<file path="src/bfha_ram.sv">
module bfha_ram #(
    parameter int WIDTH = 8,
    parameter int DEPTH = 64
) (
    input  logic                     clk,
    input  logic                     we,
    input  logic [$clog2(DEPTH)-1:0] waddr,
    input  logic [WIDTH-1:0]         wdata,
    input  logic [$clog2(DEPTH)-1:0] raddr,
    output logic [WIDTH-1:0]         rdata
);

    logic [WIDTH-1:0] mem [DEPTH];

    always_ff @(posedge clk)
    begin
        if (we)
        begin
            mem[waddr] <= wdata;
        end
        rdata <= mem[raddr];
    end

endmodule

</file>
<file path="config.mk">
export PLATFORM = sky130hd
export DESIGN_NAME = bfha_ram
export DESIGN_NICKNAME = d
export VERILOG_FILES = /design/src/bfha_ram.sv
export SDC_FILE = /design/constraint.sdc
export NUM_CORES = 1
export LEC_CHECK = 0
export ABC_AREA = 1
export BUFFER_PORTS_ARGS = -buffer_cell sky130_fd_sc_hd__buf_2
export CELL_PAD_IN_SITES_DETAIL_PLACEMENT = 1
export CELL_PAD_IN_SITES_GLOBAL_PLACEMENT = 1
export CORE_MARGIN = 4
export CORE_UTILIZATION = 50
export CTS_BUF_LIST = sky130_fd_sc_hd__clkbuf_8
export CTS_CLUSTER_SIZE = 10
export DETAILED_ROUTE_END_ITERATION = 8
export PLACE_DENSITY = 0.89
export SLEW_MARGIN = 20
export SYNTH_ARGS = -nofsm -noshare
export SYNTH_HDL_FRONTEND = slang
export SYNTH_SLANG_ARGS = --single-unit
</file>
<file path="constraint.sdc">
create_clock -name clk -period 2.2 [get_ports clk]
set_input_delay 0.22 -clock clk [delete_from_list [all_inputs] [get_ports clk]]
set_output_delay 0.22 -clock clk [all_outputs]
set_load 0.01 [all_outputs]
</file>
# --- After elaboration in Yosys (flattened, before gate mapping) ---
# Memories as Yosys holds them, arrays and structs flattened. A register that Yosys moved wholly into a read port is not among the register bits.
# Index checks and enable logic that the tools add are counted.
word_totals:
  elab_cells: 3
  input_bits: 22
  output_inout_bits: 8
  reg_bits: 0
  ram_bits: 512
  mem_count: 1
memory_table:
  columns: ["memory", "words", "word_bits", "read_ports", "rd_clocked_by_memory_dff", "write_ports", "line", "rtl"]
  rows:
  - ["mem", 64, 8, 1, 1, 1, "13", "logic [WIDTH-1:0] mem [DEPTH];"]
classes:
  mux: 2
op_table:
  columns: ["cell", "count"]
  rows:
  - ["2-to-1 mux 1 bit", 2]

# --- Longest topological paths before layout ---
logic_depth:
  ltp_word: 2
  mapped_depth: 12
  ltp_nobuf: 9

# --- Worst setup path before layout ---
# Ideal clock, no wire load.
synth_timing:
  kind: "input -> register"
  startpoint: "input port we"
  endpoint: "memory mem[48][0] (enable)"
  required_ns: 1.805
  t_arrival_ns: 1.591
  cell_stages: 3
  setup_ns: 0.395
  slack_ns: 0.214
  n_path_buf: 1
  cell_sequence: "clkbuf_1 -> nand4_1 -> nor4_1"
synth_via:
  elab_chain_cells: 2
synth_rtl:
  columns: ["element", "line", "rtl"]
  rows:
  - ["start: declaration", "6", "input logic we,"]
  - ["2-to-1 mux 1 bit", "17", "if (we)"]
  - ["2-to-1 mux 1 bit (implied by the code)", "19", "mem[waddr] <= wdata;"]
  - ["end: declaration", "13", null]
# Every way passes these cells.

==> summary.txt <==
Placement
  – Final GP Congestion: just over 0.8
  – Placed inst area: ~0.023 sq mm
  – Place WS: 0.294 ns
  – Port Buffers: 29
  – Placed Cells: between 2000 and 2500
  – DPL Wire Length: 40.0 mm

Worst setup path
  – Reg2Reg Launch Point: mem[6][2]
  – Type of origin of the critical path: flop
  – Critical path type: reg2reg
  – Reg2Reg Depth: 8
  – CP max stage cell: edfxtp_1
  – FF-to-FF End: rdata[2]
  – CP endpoint kind: flop
  – R2R Setup Slk: around 0.65 ns
  – CP max FO: 1
  – CP max stage delay: ~0.43 ns
  – CP arrival: 2.08 ns
  – Ordered list of cells on the worst path: nand2_1, nand3_1, nand3_1, nand2_1, nand2_1, nand3_1, nand3_1, nand2_1
  – CP Launch Point: mem[6][2]
  – CP Capture Point: rdata[2]
  – Data required time of the worst path: 2.74 ns

Yosys
  – Post-Syn Instances: ~1800
  – Avg Cell Area, Syn: about 12 sq um
  – Syn nets: ~1800
  – Cell variety after synth: 16
  – Seq/Total Area, Yosys: 0.728
  – Top cell type's share of synthesized area: 0.720
  – Yosys reg bits: between 500 and 600
  – Yosys Warn Count: 0
  – Largest cells by area after synthesis: edfxtp_1, nand2_1, nand3_1
  – Post-synthesis cell area: between 0.02 and 0.025 sq mm
  – Area leader, netlist: edfxtp_1

Die
  – Chip Width: roughly 210 um
  – I/O pin total: 30
  – DIE AREA: about 0.046 sq mm
  – Height of the die: around 210 um
  – Initial Util: 0.508
  – Core area: between 0.04 and 0.05 sq mm
  – Site Rows: 75

Clock tree
  – Worst-path clk slew: about 0.06 ns
  – CTS tree: yes
  – Latest clock arrival within the worst-skew pair: 0.67 ns
  – Maximum clock path buffer count: 3
  – # clock sinks: 520
  – Cts-stage hold buffer count: 2
  – Post-CTS setup buffer count: 0
  – Root buffer cell: clkbuf_8
  – H-tree levels: 3
  – Post-CTS Resized: 0
  – CTS buffer count: 84

Drt
  – Drt total wl: approximately 65 mm
  – Pre-antenna DRT Iters: 6
  – Drt via density: 6.03
  – DRC: 0
  – Routed length per placed instance: 25.7 um
  – Antenna viol nets, final: 0
  – 1st-iter DRT viols: between 1500 and 2000
  – Via count: around 15000

Final layout
  – Layout cells sized above 1: 0.129
  – Total Nets Final: about 2000
  – # fillers: between 4000 and 5000
  – Commonest non-fill, non-tap cells in the layout: nand2_1, edfxtp_1, nand3_1
  – Final core utilization: 0.573
  – Cell area after layout: 0.0241 sq mm
  – Fin cells: about 2500
  – Area growth, synth to finish: 13.0%
  – Most common cell after layout, fill and taps aside: nand2_1

Power
  – Peak supply drop: approximately 0.00042 V
  – Leakage power: about 9 nW
  – Pwr Density: roughly 840 mW/mm^2

STA
  – Endpoints failing hold: 0
  – Unrepaired setup endpoints after global routing: no
  – Final WS setup: 0.655 ns
  – Fmax: between 600 and 700 MHz
  – Final min period: between 1.5 and 2 ns
  – Final Setup Violations: 0
  – Final Cycle Share: 0.702
  – Max-slew headroom: 0.536
  – Fin. max-slew vios: 0
  – Slew @ Worst Pin: 0.695 ns
  – Setup TNS Final: 0 ns
  – Fin Clk Skew: around 0.033 ns

Outcome
  – Status: finished, final reports clean

GRT
  – Gr usage total: 0.283
  – First-pass GRT wire length: 99.5 mm
  – Grt ovf: 0
  – Antenna violations before repair: 2
  – Largest net degree at the start of global routing: between 90 and 100
  – Vias in the first global route: about 16000

Run
  – # Max-Cap Violations: 0

Worst hold path
  – Worst Hold Class: in2reg
## layer usage
metal / vias to the layer above / share of wire / GRT usage
met5: - / 0 / 0
met4: 0 / 0.044 / 0.126
met3: 199 / 0.085 / 0.0584
met2: 845 / 0.49 / 0.467
met1: 7643 / 0.38 / 0.364
li1: 6604 / - / -
## metrics by stage
step           hold slack (ns)  total power, mW
2_1_floorplan            0.319             12.0
3_3_place_gp             0.618             12.5
3_5_place_dp             0.630             12.6
4_1_cts                0.00359             20.3
5_1_grt                 0.0215             20.9
6_report                0.0411             20.2
## state kept, by name, summed over array words and instances (netlist names)
name	cells
rdata	8
mem	512
## worst max-delay path: cells and delay by family (launching register included)
family,cells,cell delay (ns)
and+or+nand+nor,8,0.98
DFF,1,0.43
## power by group
part	switching [mW]	total, mW	internal (mW)	leakage, nW
clock network	3.83	7.77	3.94	0.859
registers	0.0357	11.0	11.0	4.67
logic	1.06	1.44	0.380	3.43
total	4.93	20.2	15.3	8.96
## final cells by class
cell class                 instances  area (sq um)  area share
inverter                          12          52.6     0.00218
sequential                       520         15500       0.645
tap                              539           674      0.0280
clock inverter                    61           314      0.0130
timing repair buffer             153          1370      0.0566
clock buffer                      88          1210      0.0502
antenna                            2          5.00    0.000208
multi-input combinational       1160          4950       0.205
## synthesized netlist by cell type, drive strengths merged
master and n:
buf 98, clkbuf 15, dfxtp 8, edfxtp 512, inv 12, nand2 648
nand3 439, nand4 9, nor2 56, nor4 8
## worst min path at each step
| stage | startpoint | depth (start not counted) | endpoint | slack, ns |
|---|---|---|---|---|
| floorplan | wdata[0] | 0 | mem[0][0] | 0.32 |
| finish | wdata[4] | 1 | mem[12][4] | 0.04 |
| global route | wdata[4] | 1 | mem[12][4] | 0.02 |
| CTS | wdata[4] | 1 | mem[12][4] | 0.004 |
| detailed placement | raddr[5] | 3 | rdata[5] | 0.63 |
| global placement | raddr[5] | 3 | rdata[3] | 0.62 |
## cell families (layout without fill, tap and decap cells)
group / Yosys count / after routing / synth area share
other: 0 / 2 / 0
DFF: 520 / 520 / 0.728
and+or+nand+nor: 1160 / 1160 / 0.232
buffers and inverters: 125 / 314 / 0.0402
Note: power is estimated with default switching activity, not from simulation.
